===== src/sv/bdab_pkg.sv =====
// shared types, constants and arithmetic helpers for the backlight dimmer
// no dependencies
package bdab_pkg;

  localparam logic [31:0] UpdateIntervalMs = 32'd100;
  localparam logic [15:0] MsPerMinute      = 16'd60000;
  localparam logic [7:0]  LevelFull        = 8'd200;
  localparam logic [7:0]  CodeAutoOff      = 8'd202;
  localparam logic [7:0]  CodeAutoOn       = 8'd204;
  localparam logic [7:0]  CodeToggle       = 8'd255;
  localparam logic signed [8:0] StepDeadband = 9'sd3;

  typedef enum logic [1:0] {
    CfgStartupOn     = 2'd0,
    CfgAutoOffMin    = 2'd1,
    CfgInitialAuto   = 2'd2,
    CfgSensorPresent = 2'd3
  } cfg_idx_e;

  typedef struct packed {
    logic        command;
    logic [7:0]  set_code;
    logic        has_key;
    logic [7:0]  key_number;
    logic [31:0] now_ms;
    logic [9:0]  light_sample;
  } item_t;

  typedef struct packed {
    logic [7:0] level;
    logic       pwm_update;
    logic       auto_mode;
  } result_t;

  typedef struct packed {
    logic        startup_on;
    logic        sensor_present;
    logic [23:0] off_limit_ms;
    logic        auto_load;
    logic        auto_value;
  } cfg_t;

  // floor(s * 200 / 255)
  function automatic logic [7:0] light_to_level(input logic [7:0] s);
    logic [15:0] p;
    logic [15:0] t;
    begin
      p = 16'(s) * 16'd200;
      t = p + (p >> 8) + 16'd1;
      return t[15:8];
    end
  endfunction

  // floor(l * 255 / 200) = l + floor(floor(l * 11 / 8) / 5)
  function automatic logic [7:0] level_to_duty(input logic [7:0] l);
    logic [11:0] t;
    logic [9:0]  u;
    logic [19:0] v;
    logic [8:0]  d;
    begin
      t = 12'(l) * 12'd11;
      u = t[11:3] + 10'd0;
      v = 20'(u) * 20'd205;
      d = 9'(l) + 9'(v[19:10]);
      return d[7:0];
    end
  endfunction

  // floor(d / 50) for d in 0..255
  function automatic logic [2:0] div50(input logic [7:0] d);
    logic [13:0] p;
    begin
      p = 14'(d) * 14'd41;
      return p[13:11];
    end
  endfunction

endpackage


===== src/sv/bdab_in_if.sv =====
// input channel: set and tick beats
// depends on nothing
interface bdab_in_if;
  logic        valid;
  logic        ready;
  logic        command;
  logic [7:0]  set_code;
  logic        has_key;
  logic [7:0]  key_number;
  logic [31:0] now_ms;
  logic [9:0]  light_sample;

  modport source (output valid, command, set_code, has_key, key_number, now_ms,
                  light_sample, input ready);
  modport sink (input valid, command, set_code, has_key, key_number, now_ms,
                light_sample, output ready);
endinterface


===== src/sv/bdab_out_if.sv =====
// output channel: level and duty result beats
// depends on nothing
interface bdab_out_if;
  logic       valid;
  logic       ready;
  logic [7:0] level;
  logic [7:0] pwm_duty;
  logic       pwm_update;
  logic       auto_mode;

  modport source (output valid, level, pwm_duty, pwm_update, auto_mode, input ready);
  modport sink (input valid, level, pwm_duty, pwm_update, auto_mode, output ready);
endinterface


===== src/sv/backlight_dimmer_auto_brightness_unit.sv =====
// Backlight dimmer with automatic brightness. Each accepted beat, set command or
// time tick, yields one result beat through the input and result registers; a new
// beat is taken every cycle unless the result channel stalls, and results back up
// through them. The rate is set by the combinational state update between the two.
// Configuration writes take effect in the next cycle and must occur while idle.
// top level: input register, dimmer state update, result register, config regs
// depends on bdab_pkg, bdab_in_if, bdab_out_if, bdab_core
module backlight_dimmer_auto_brightness_unit import bdab_pkg::*; #(
  parameter logic [31:0] IntervalMs = UpdateIntervalMs
) (
  input  logic       clk_i,
  input  logic       rst_ni,
  input  logic       cfg_we_i,
  input  logic [1:0] cfg_idx_i,
  input  logic [7:0] cfg_wdata_i,
  bdab_in_if.sink    in_if,
  bdab_out_if.source out_if
);

  logic    in_vld_q;
  item_t   in_item_q;
  logic    out_vld_q;
  result_t out_res_q;
  logic    advance;
  result_t core_res;

  logic        startup_q;
  logic        sensor_q;
  logic [23:0] off_limit_q;
  cfg_t        cfg;
  cfg_idx_e    cfg_idx;

  assign cfg_idx = cfg_idx_e'(cfg_idx_i);

  always_ff @(posedge clk_i or negedge rst_ni) begin
    if (!rst_ni) begin
      startup_q   <= 1'b0;
      sensor_q    <= 1'b1;
      off_limit_q <= 24'd0;
    end else if (cfg_we_i) begin
      unique case (cfg_idx)
        CfgStartupOn:     startup_q   <= cfg_wdata_i[0];
        CfgAutoOffMin:    off_limit_q <= 24'(cfg_wdata_i) * 24'(MsPerMinute);
        CfgInitialAuto:   ;
        CfgSensorPresent: sensor_q    <= cfg_wdata_i[0];
        default:          ;
      endcase
    end
  end

  assign cfg.startup_on     = startup_q;
  assign cfg.sensor_present = sensor_q;
  assign cfg.off_limit_ms   = off_limit_q;
  assign cfg.auto_load      = cfg_we_i && (cfg_idx == CfgInitialAuto);
  assign cfg.auto_value     = cfg_wdata_i[0];

  assign advance     = in_vld_q && (!out_vld_q || out_if.ready);
  assign in_if.ready = !in_vld_q || advance;

  always_ff @(posedge clk_i or negedge rst_ni) begin
    if (!rst_ni) begin
      in_vld_q <= 1'b0;
    end else if (in_if.valid && in_if.ready) begin
      in_vld_q <= 1'b1;
    end else if (advance) begin
      in_vld_q <= 1'b0;
    end
  end

  always_ff @(posedge clk_i) begin
    if (in_if.valid && in_if.ready) begin
      in_item_q.command      <= in_if.command;
      in_item_q.set_code     <= in_if.set_code;
      in_item_q.has_key      <= in_if.has_key;
      in_item_q.key_number   <= in_if.key_number;
      in_item_q.now_ms       <= in_if.now_ms;
      in_item_q.light_sample <= in_if.light_sample;
    end
  end

  bdab_core #(
    .IntervalMs (IntervalMs)
  ) u_core (
    .clk_i  (clk_i),
    .rst_ni (rst_ni),
    .cfg_i  (cfg),
    .step_i (advance),
    .item_i (in_item_q),
    .res_o  (core_res)
  );

  always_ff @(posedge clk_i or negedge rst_ni) begin
    if (!rst_ni) begin
      out_vld_q <= 1'b0;
    end else if (advance) begin
      out_vld_q <= 1'b1;
    end else if (out_if.ready) begin
      out_vld_q <= 1'b0;
    end
  end

  always_ff @(posedge clk_i) begin
    if (advance) begin
      out_res_q <= core_res;
    end
  end

  assign out_if.valid      = out_vld_q;
  assign out_if.level      = out_res_q.level;
  assign out_if.pwm_duty   = level_to_duty(out_res_q.level);
  assign out_if.pwm_update = out_res_q.pwm_update;
  assign out_if.auto_mode  = out_res_q.auto_mode;

endmodule


===== src/sv/bdab_core.sv =====
// dimmer state and per-beat update logic
// depends on bdab_pkg
module bdab_core import bdab_pkg::*; #(
  parameter logic [31:0] IntervalMs = UpdateIntervalMs
) (
  input  logic    clk_i,
  input  logic    rst_ni,
  input  cfg_t    cfg_i,
  input  logic    step_i,
  input  item_t   item_i,
  output result_t res_o
);

  logic [7:0]  level_q, level_d;
  logic        auto_q, auto_d;
  logic [7:0]  last_key_q, last_key_d;
  logic        wake_q, wake_d;
  logic        init_q, init_d;
  logic [31:0] last_upd_q, last_upd_d;
  logic [31:0] pwr_q, pwr_d;
  logic [7:0]  smooth_q, smooth_d;

  logic [7:0]  sample_hi;
  logic signed [8:0] diff;
  logic [3:0]  base;
  logic [3:0]  inc_up, inc_dn;
  logic [8:0]  sum_up;
  logic [7:0]  smooth_step;
  logic        refresh;
  logic [31:0] pwr_eff;
  logic [31:0] on_time;
  logic [7:0]  lvl_tick;
  logic        update;

  assign sample_hi = item_i.light_sample[9:2];
  assign diff      = $signed({1'b0, sample_hi}) - $signed({1'b0, smooth_q});
  assign base      = 4'd1 + {1'b0, level_q[7:5]};
  assign inc_up    = base + {1'b0, div50(sample_hi - smooth_q)};
  assign inc_dn    = base + {1'b0, div50(smooth_q - sample_hi)};
  assign sum_up    = {1'b0, smooth_q} + {5'b0, inc_up};

  always_comb begin
    smooth_step = smooth_q;
    if (diff > StepDeadband) begin
      smooth_step = sum_up[8] ? 8'hff : sum_up[7:0];
    end else if (diff < -StepDeadband) begin
      smooth_step = (smooth_q < {4'b0, inc_dn}) ? 8'd0 : smooth_q - {4'b0, inc_dn};
    end
  end

  assign refresh = ((item_i.now_ms - last_upd_q) > IntervalMs) || wake_q;
  assign pwr_eff = wake_q ? item_i.now_ms : pwr_q;
  assign on_time = item_i.now_ms - pwr_eff;

  always_comb begin
    lvl_tick = level_q;
    if (auto_q && cfg_i.sensor_present) begin
      lvl_tick = light_to_level(smooth_step);
    end
    if ((cfg_i.off_limit_ms != 24'd0) && (on_time >= {8'b0, cfg_i.off_limit_ms})) begin
      lvl_tick = 8'd0;
    end
  end

  always_comb begin
    level_d    = level_q;
    auto_d     = auto_q;
    last_key_d = last_key_q;
    wake_d     = wake_q;
    init_d     = init_q;
    last_upd_d = last_upd_q;
    pwr_d      = pwr_q;
    smooth_d   = smooth_q;
    update     = 1'b0;
    if (!item_i.command) begin
      if (!(item_i.has_key && (last_key_q == item_i.key_number))) begin
        if (item_i.has_key) begin
          last_key_d = item_i.key_number;
        end
        wake_d = 1'b1;
        if (item_i.set_code > LevelFull) begin
          priority if (item_i.set_code == CodeAutoOff) begin
            auto_d = 1'b0;
          end else if (item_i.set_code == CodeAutoOn) begin
            auto_d = 1'b1;
          end else if ((item_i.set_code == CodeToggle) && !auto_q) begin
            level_d = (level_q != 8'd0) ? 8'd0 : LevelFull;
          end else begin
            // other codes only wake the display
            level_d = level_q;
          end
        end else begin
          level_d = item_i.set_code;
          auto_d  = 1'b0;
        end
      end
    end else if (!init_q) begin
      if (cfg_i.startup_on) begin
        level_d = LevelFull;
      end
      init_d = 1'b1;
    end else if (refresh) begin
      last_upd_d = item_i.now_ms;
      wake_d     = 1'b0;
      pwr_d      = pwr_eff;
      if (auto_q && cfg_i.sensor_present) begin
        smooth_d = smooth_step;
      end
      level_d = lvl_tick;
      update  = 1'b1;
    end
  end

  always_ff @(posedge clk_i or negedge rst_ni) begin
    if (!rst_ni) begin
      level_q    <= 8'd0;
      auto_q     <= 1'b0;
      last_key_q <= 8'd0;
      wake_q     <= 1'b1;
      init_q     <= 1'b0;
      last_upd_q <= 32'd0;
      pwr_q      <= 32'd0;
      smooth_q   <= 8'd0;
    end else begin
      if (cfg_i.auto_load) begin
        auto_q <= cfg_i.auto_value;
      end else if (step_i) begin
        auto_q <= auto_d;
      end
      if (step_i) begin
        level_q    <= level_d;
        last_key_q <= last_key_d;
        wake_q     <= wake_d;
        init_q     <= init_d;
        last_upd_q <= last_upd_d;
        pwr_q      <= pwr_d;
        smooth_q   <= smooth_d;
      end
    end
  end

  assign res_o.level      = level_d;
  assign res_o.pwm_update = update;
  assign res_o.auto_mode  = auto_d;

endmodule


===== src/flat_wrapper.sv =====
// flat-port wrapper written by rule: the top's interface ports become plain ports
module backlight_dimmer_auto_brightness_unit_flat import bdab_pkg::*;
#(
  parameter logic [31:0] IntervalMs = UpdateIntervalMs
)
  (clk_i, rst_ni, cfg_we_i, cfg_idx_i, cfg_wdata_i, in_if_valid, in_if_command, in_if_set_code, in_if_has_key, in_if_key_number, in_if_now_ms, in_if_light_sample, in_if_ready, out_if_valid, out_if_level, out_if_pwm_duty, out_if_pwm_update, out_if_auto_mode, out_if_ready);
  bdab_in_if in_if_i ();
  bdab_out_if out_if_i ();
  input  logic clk_i;
  input  logic rst_ni;
  input  logic cfg_we_i;
  input  logic [1:0] cfg_idx_i;
  input  logic [7:0] cfg_wdata_i;
  input wire logic [$bits(in_if_i.valid)-1:0] in_if_valid;
  input wire logic [$bits(in_if_i.command)-1:0] in_if_command;
  input wire logic [$bits(in_if_i.set_code)-1:0] in_if_set_code;
  input wire logic [$bits(in_if_i.has_key)-1:0] in_if_has_key;
  input wire logic [$bits(in_if_i.key_number)-1:0] in_if_key_number;
  input wire logic [$bits(in_if_i.now_ms)-1:0] in_if_now_ms;
  input wire logic [$bits(in_if_i.light_sample)-1:0] in_if_light_sample;
  output wire logic [$bits(in_if_i.ready)-1:0] in_if_ready;
  output wire logic [$bits(out_if_i.valid)-1:0] out_if_valid;
  output wire logic [$bits(out_if_i.level)-1:0] out_if_level;
  output wire logic [$bits(out_if_i.pwm_duty)-1:0] out_if_pwm_duty;
  output wire logic [$bits(out_if_i.pwm_update)-1:0] out_if_pwm_update;
  output wire logic [$bits(out_if_i.auto_mode)-1:0] out_if_auto_mode;
  input wire logic [$bits(out_if_i.ready)-1:0] out_if_ready;
  assign in_if_i.valid = in_if_valid;
  assign in_if_i.command = in_if_command;
  assign in_if_i.set_code = in_if_set_code;
  assign in_if_i.has_key = in_if_has_key;
  assign in_if_i.key_number = in_if_key_number;
  assign in_if_i.now_ms = in_if_now_ms;
  assign in_if_i.light_sample = in_if_light_sample;
  assign in_if_ready = in_if_i.ready;
  assign out_if_valid = out_if_i.valid;
  assign out_if_level = out_if_i.level;
  assign out_if_pwm_duty = out_if_i.pwm_duty;
  assign out_if_pwm_update = out_if_i.pwm_update;
  assign out_if_auto_mode = out_if_i.auto_mode;
  assign out_if_i.ready = out_if_ready;
  backlight_dimmer_auto_brightness_unit #(.IntervalMs(IntervalMs)) u_core (.clk_i(clk_i), .rst_ni(rst_ni), .cfg_we_i(cfg_we_i), .cfg_idx_i(cfg_idx_i), .cfg_wdata_i(cfg_wdata_i), .in_if(in_if_i), .out_if(out_if_i));
endmodule

===== config.mk =====
export PLATFORM = sky130hd
export DESIGN_NAME = backlight_dimmer_auto_brightness_unit_flat
export DESIGN_NICKNAME = d
export VERILOG_FILES = /design/src/sv/bdab_pkg.sv /design/src/sv/bdab_in_if.sv /design/src/sv/bdab_out_if.sv /design/src/sv/backlight_dimmer_auto_brightness_unit.sv /design/src/sv/bdab_core.sv /design/src/flat_wrapper.sv
export SDC_FILE = /design/constraint.sdc
export NUM_CORES = 1
export LEC_CHECK = 0
export ABC_AREA = 1
export BUFFER_PORTS_ARGS = -buffer_cell sky130_fd_sc_hd__buf_2
export CORE_MARGIN = 1
export CORE_UTILIZATION = 35
export CTS_BUF_LIST = sky130_fd_sc_hd__clkbuf_8
export DETAILED_ROUTE_END_ITERATION = 12
export PLACE_DENSITY = 0.56
export SYNTH_ARGS = -nofsm -noshare
export SYNTH_HDL_FRONTEND = slang
export SYNTH_SLANG_ARGS = --single-unit

===== constraint.sdc =====
create_clock -name clk_i -period 14.8 [get_ports clk_i]
set_clock_uncertainty 0.15 [all_clocks]
set_input_delay 2.96 -clock clk_i [delete_from_list [all_inputs] [get_ports clk_i]]
set_output_delay 2.96 -clock clk_i [all_outputs]
set_load 0.03 [all_outputs]

==> results of run 1 <==
==> worst min-delay path by stage <==
stage	start	endpoint	slack, ns	cells past startpoint
2_1_floorplan	u_core.u_core.pwr_q[0]$_DFFE_PN0P_	u_core.u_core.pwr_q[0]$_DFFE_PN0P_	0.29	2
3_3_place_gp	u_core.u_core.pwr_q[0]$_DFFE_PN0P_	u_core.u_core.pwr_q[0]$_DFFE_PN0P_	0.31	2
3_5_place_dp	u_core.u_core.pwr_q[11]$_DFFE_PN0P_	u_core.u_core.pwr_q[11]$_DFFE_PN0P_	0.32	2
4_1_cts	u_core.u_core.pwr_q[24]$_DFFE_PN0P_	u_core.u_core.pwr_q[24]$_DFFE_PN0P_	0.34	2
5_1_grt	u_core.u_core.last_upd_q[19]$_DFFE_PN0P_	u_core.u_core.last_upd_q[19]$_DFFE_PN0P_	0.36	2
6_report	u_core.u_core.pwr_q[12]$_DFFE_PN0P_	u_core.u_core.pwr_q[12]$_DFFE_PN0P_	0.34	2
==> metrics by stage <==
stage / setup slack (ns) / hold WS [ns] / cells
floorplan: 4.32 / 0.292 / 2695
global placement: 3.83 / 0.306 / 3508
detailed placement: 3.62 / 0.318 / 3508
CTS: 3.33 / 0.343 / 3540
global route: 2.52 / 0.357 / 3540
finish: 3.36 / 0.339 / 3541
==> worst register-to-register path: cells and delay by family (launching register included) <==
family / cells / cell delay, ns
flops: 1 / 0.54
xor+xnor: 4 / 1.07
mux: 1 / 0.49
compound gates: 8 / 1.48
fa+ha+maj: 13 / 4.45
simple gates: 25 / 2.22
buf+inv: 9 / 0.76
==> cell usage in the layout (no fill, tap or decap), types with 16 or more instances in the layout <==
master / instances
clkbuf_8: 17
nor2_1: 186
xor2_1: 70
nand2_2: 28
ha_1: 319
nand4_1: 23
o21ai_2: 26
nand2_1: 675
o21ai_0: 150
nand3_1: 131
buf_2: 91
dfrtp_1: 112
fa_1: 56
inv_1: 495
a31oi_1: 16
a21oi_1: 148
xnor2_1: 24
nor3_1: 30
edfxtp_1: 68
==> sequential cells by signal, indices dropped and copies added (netlist names) <==
signal,cells
u_core.in_item_q,58
u_core.u_core.last_upd_q,32
u_core.u_core.pwr_q,32
u_core.off_limit_q,19
u_core.out_if.level,8
u_core.u_core.last_key_q,8
u_core.u_core.level_q,8
u_core.u_core.smooth_q,8
u_core.in_vld_q,1
u_core.out_if.auto_mode,1
u_core.out_if.pwm_update,1
u_core.out_if.valid,1
u_core.sensor_q,1
u_core.startup_q,1
u_core.u_core.auto_q,1
u_core.u_core.init_q,1
u_core.u_core.wake_q,1
==> cell families (layout without fill, tap and decap cells) <==
| kind of cell | Yosys count | in the layout | synth area share, % |
|---|---|---|---|
| AO/OA/AOI/OAI | 392 | 392 | 11.1 |
| XOR/XNOR | 94 | 94 | 4.15 |
| adder cells (fa/ha/maj) | 375 | 375 | 25.8 |
| buffers and inverters | 532 | 629 | 10.5 |
| flip-flops | 182 | 182 | 24.7 |
| multiplexers | 5 | 5 | 0.278 |
| other | 0 | 1 | 0 |
| AND/OR/NAND/NOR | 1115 | 1115 | 23.5 |
==> per-layer routing <==
| metal | wire length, um | track usage [%] | vias to the layer above | part of all wire [%] |
|---|---|---|---|---|
| met3 | 1600 | 1.57 | 27 | 3.1 |
| met1 | 25100 | 25.1 | 7961 | 49 |
| met4 | 473 | 3.44 | 2 | 0.93 |
| li1 | - | - | 8873 | - |
| met2 | 23900 | 30.9 | 287 | 47 |
| met5 | 13 | 0 | - | 0.025 |
==> final cells by class <==
type	instances	share of cell area (%)
Timing Repair Buffer	98	2.37
Antenna cell	1	0.0117
Multi-Input combinational cell	1981	59.9
Inverter	499	8.73
Sequential cell	182	22.8
Clock inverter	15	0.764
Clock buffer	17	1.09
Tap cell	748	4.36
==> results.ini, run 1 <==
[status]
status=completed

[final_layout]
seqCellArea_um2=4900
multi_input_comb_area_um2=12800
finalCoreUtilization_pct=38.7
fill_cells=5920
layout-area-overhead-vs-synth_pct=8.28
fin_area_um2=21500
nets=3229
drive_gt1_share_pct=7.52

[setup_path]
start_kind=flip-flop
critPathArrivalTime_ns=8.33
crit-reg2reg-capture=u_core.u_core.level_q[5]$_DFFE_PN0P_
worstSetupPathDepth=39
critPathLaunch=u_core.out_if.level[1]$_DFFE_PP_
crit_slowest_cell=edfxtp_1
crit_type=flip-flop to primary output
reg2reg_from=u_core.u_core.smooth_q[1]$_DFFE_PN0P_
worstPathRequired_ns=11.69
crit_path_end=out_if_pwm_duty[7]
cp_max_fo=6
r2r_cells=60
crit_buf_inv=7
critPathTopFamily=adder cells
slowest_delay_ns=0.56
ff2ff_setup_slack_ns=3.60
end_kind=primary output

[synthesis]
yosysMostFrequentCell=nand2_1
ys_seq_area_share_pct=24.7
synth_common_cells=nand2_1 (675), inv_1 (496), ha_1 (319)
synth_cell_types=53
syn_inst=2695
ys.flop_type=dfrtp_1
syn_area_um2=19800
yosys_warnings=0
avgSynthCellArea_um2=7.35
ys_ff_latch=182
synth_edf_count=68
synth_top_area_share_pct=20.1
async_flop_share_pct=62.6
syn_nets=3145
synth_top_cell_by_area=ha_1
synth.top_cells.by_area=ha_1 (20%), dfrtp_1 (14%), nand2_1 (13%)

[timing]
period_share_pct=77.3
fin_tns_setup_ns=0
finalSetupViolations=0
max_freq_mhz=87.5
rsz0062_at_grt=false
finalHoldViolations=0
finalMaxSlewViolations=0
period_needed_ns=11.44
worstMarginPinSlew_ns=0.952
maxSlewHeadroom_pct=36.6

[detailed_routing]
detail_route.wl_per_cell_um=14.4
firstDrtPassIters=8
viasPerCell=4.84
num_vias=17150
drc_errors=0
drtIter0Drc=911
postRouteAntennaNets=0
routed_wirelength_um=51100

[global_route]
grt_pass1_wl_um=84000
grt_pass1_vias=16681
grt_max_degree=80
antenna_found_initial=1
gr-usage-all-layers_pct=18.2
grt_overflow=0

[die]
io_pins=95
rows=86
die_x_um=240
coreArea_um2=55500
die_h_um=240
fp.dieArea_um2=57600
initial_core_util_pct=35.7

[clock_network]
clock_sinks=182
post_cts_resize_count=0
clkLatencyLatePin_ns=0.53
htreeDepth=4
cts_setup_buffers=0
cts.path.max_buffers=2
clockRootBuffer=clkbuf_8
cts_buffers=17
cts_tree=done
ctsHoldBuffers=0
clkTransAtPathRegs_ns=0.11

[flow_run]
maxCapViolations=0

[place]
io_buffers=92
gp_congestion=0.897
place_area_um2=21100
dpl.hpwl_um=43100

[worst_hold_path]
hold_class=flip-flop to flip-flop

Power of run 1 is left out: the tool's default activity adds up to more than one toggle a clock period on the data nets, which glitch-free logic cannot reach.
==> run 2: changes to the inputs <==
Clock period 14.8 ns to 11.8 ns, I/O delays scaled along.
==> results.ini, run 2 (synthesis gave the netlist of run 1 again) <==
[die]
coreArea_um2=55500  ; unchanged
die_h_um=240  ; unchanged
die_x_um=240  ; unchanged
io_pins=95  ; unchanged
initial_core_util_pct=35.7  ; unchanged
fp.dieArea_um2=57600  ; unchanged
rows=86  ; unchanged

[clock_network]
cts_tree=done
clock_sinks=182  ; unchanged
cts.path.max_buffers=2  ; unchanged
clkTransAtPathRegs_ns=0.10  ; about the same
clockRootBuffer=clkbuf_8
clkLatencyLatePin_ns=0.53  ; about the same
htreeDepth=4  ; unchanged
cts_setup_buffers=0  ; unchanged
ctsHoldBuffers=0  ; unchanged
cts_buffers=17  ; unchanged

[global_route]
grt_pass1_wl_um=84600  ; +0.80%
grt_pass1_vias=16907  ; +1.4%
grt_overflow=0  ; unchanged
gr-usage-all-layers_pct=18.4  ; +0.21 points
antenna_found_initial=1  ; unchanged
grt_max_degree=92  ; +15%

[detailed_routing]
firstDrtPassIters=5  ; -3
postRouteAntennaNets=0  ; unchanged
num_vias=17199  ; +0.29%
drtIter0Drc=1036  ; +14%
routed_wirelength_um=51400  ; +0.62%
detail_route.wl_per_cell_um=14.5  ; +0.56%
viasPerCell=4.85  ; +0.23%
drc_errors=0  ; unchanged

[final_layout]
regMostFlops=u_core.in_item_q
final_cell_mix=nand2_1 (675), inv_1 (496), ha_1 (319)
fill_cells=5887  ; -0.56%
layout-area-overhead-vs-synth_pct=8.24  ; about the same
drive_gt1_share_pct=7.73  ; +0.21 points
nets=3231  ; +0.062%
biggestRegsByFlops=u_core.in_item_q (58), u_core.u_core.last_upd_q (32), u_core.u_core.pwr_q (32)
final_common_cell=nand2_1
largest_reg_flops=58  ; unchanged
seqCellArea_um2=4900  ; unchanged
multi_input_comb_area_um2=12900  ; about the same

[timing]
finalMaxSlewViolations=0  ; unchanged
finalSetupViolations=0  ; unchanged
max_freq_mhz=91.9
fin_tns_setup_ns=0  ; unchanged
finalHoldViolations=0  ; unchanged
worstMarginPinSlew_ns=1.04  ; +0.0877 ns
period_needed_ns=10.88
rsz0062_at_grt=false
maxSlewHeadroom_pct=30.7  ; -5.8 points
period_share_pct=92.2

[setup_path]
end_kind=primary output
crit_type=flip-flop to primary output
slowest_delay_ns=0.55  ; about the same
crit_slowest_cell=fa_1
worstPathRequired_ns=9.29  ; -2.40 ns
cp_max_fo=6  ; unchanged
critPathArrivalTime_ns=8.37  ; +0.04 ns
start_kind=flip-flop

[place]
io_buffers=92  ; unchanged
dpl.hpwl_um=43200  ; +0.11%
gp_congestion=0.907  ; +1.1%

[status]
status=completed

[flow_run]
maxCapViolations=0  ; unchanged

[worst_hold_path]
hold_class=flip-flop to flip-flop

-- run 2: worst max-delay path, delay by kind of cell (launching register included) --
family	cells	cell delay (ns)
flops	1	0.54
buf+inv	7	0.58
xor+xnor	3	0.50
compound gates	11	1.63
simple gates	9	0.85
fa+ha+maj	9	3.74
-- run 2: final timing paths --
path / from / end / slack, ns / cells after the start
setup / recovery: u_core.out_if.level[1]$_DFFE_PP_ / out_if_pwm_duty[7] / 0.92 / 39
hold / removal: u_core.u_core.pwr_q[0]$_DFFE_PN0P_ / u_core.u_core.pwr_q[0]$_DFFE_PN0P_ / 0.34 / 2
setup reg to reg: u_core.u_core.smooth_q[1]$_DFFE_PN0P_ / u_core.u_core.level_q[5]$_DFFE_PN0P_ / 1.01 / 63
hold reg to reg: u_core.u_core.pwr_q[0]$_DFFE_PN0P_ / u_core.u_core.pwr_q[0]$_DFFE_PN0P_ / 0.34 / 2
max in group asynchronous: rst_ni / u_core.u_core.last_upd_q[0]$_DFFE_PN0P_ / 8.42 / 2
min in group asynchronous: rst_ni / u_core.u_core.last_upd_q[28]$_DFFE_PN0P_ / 1.73 / 1
-- run 2: timing repair --
item                                    4_1_cts  5_1_grt
endpoints found under the setup margin        0       12
endpoints found under the hold margin         0        0
resized for setup                             0        5
-- run 2: metal layers --
layer	track usage, %	share of wire [%]	vias to the layer above	routed length, um
met3	1.93	3.0	47	1560
li1	-	-	8868	-
met4	4.38	1.4	0	727
met5	0	0	-	0
met2	30.9	46	281	23700
met1	25.2	49	8003	25400
-- run 2: through the flow --
step	utilization (%)	cell area, um2	setup slack (ns)	cells	hold slack [ns]
global placement	38.0	21100	0.894	3510	0.307
finish	38.6	21500	0.922	3543	0.336
detailed placement	38.0	21100	0.710	3510	0.317
CTS	38.6	21400	0.652	3542	0.340
global route	38.6	21500	0.0965	3543	0.352
floorplan	-	19800	1.92	2695	0.292
-- run 2: cell type report --
class | count | share of cell area, %
multi-input combinational | 1981 | 59.9
antenna | 1 | 0.0117
timing repair buffer | 100 | 2.44
tap | 748 | 4.36
clock buffer | 18 | 1.15
clock inverter | 14 | 0.542
sequential | 182 | 22.8
inverter | 499 | 8.73
Power of run 2 is left out for the same reason.
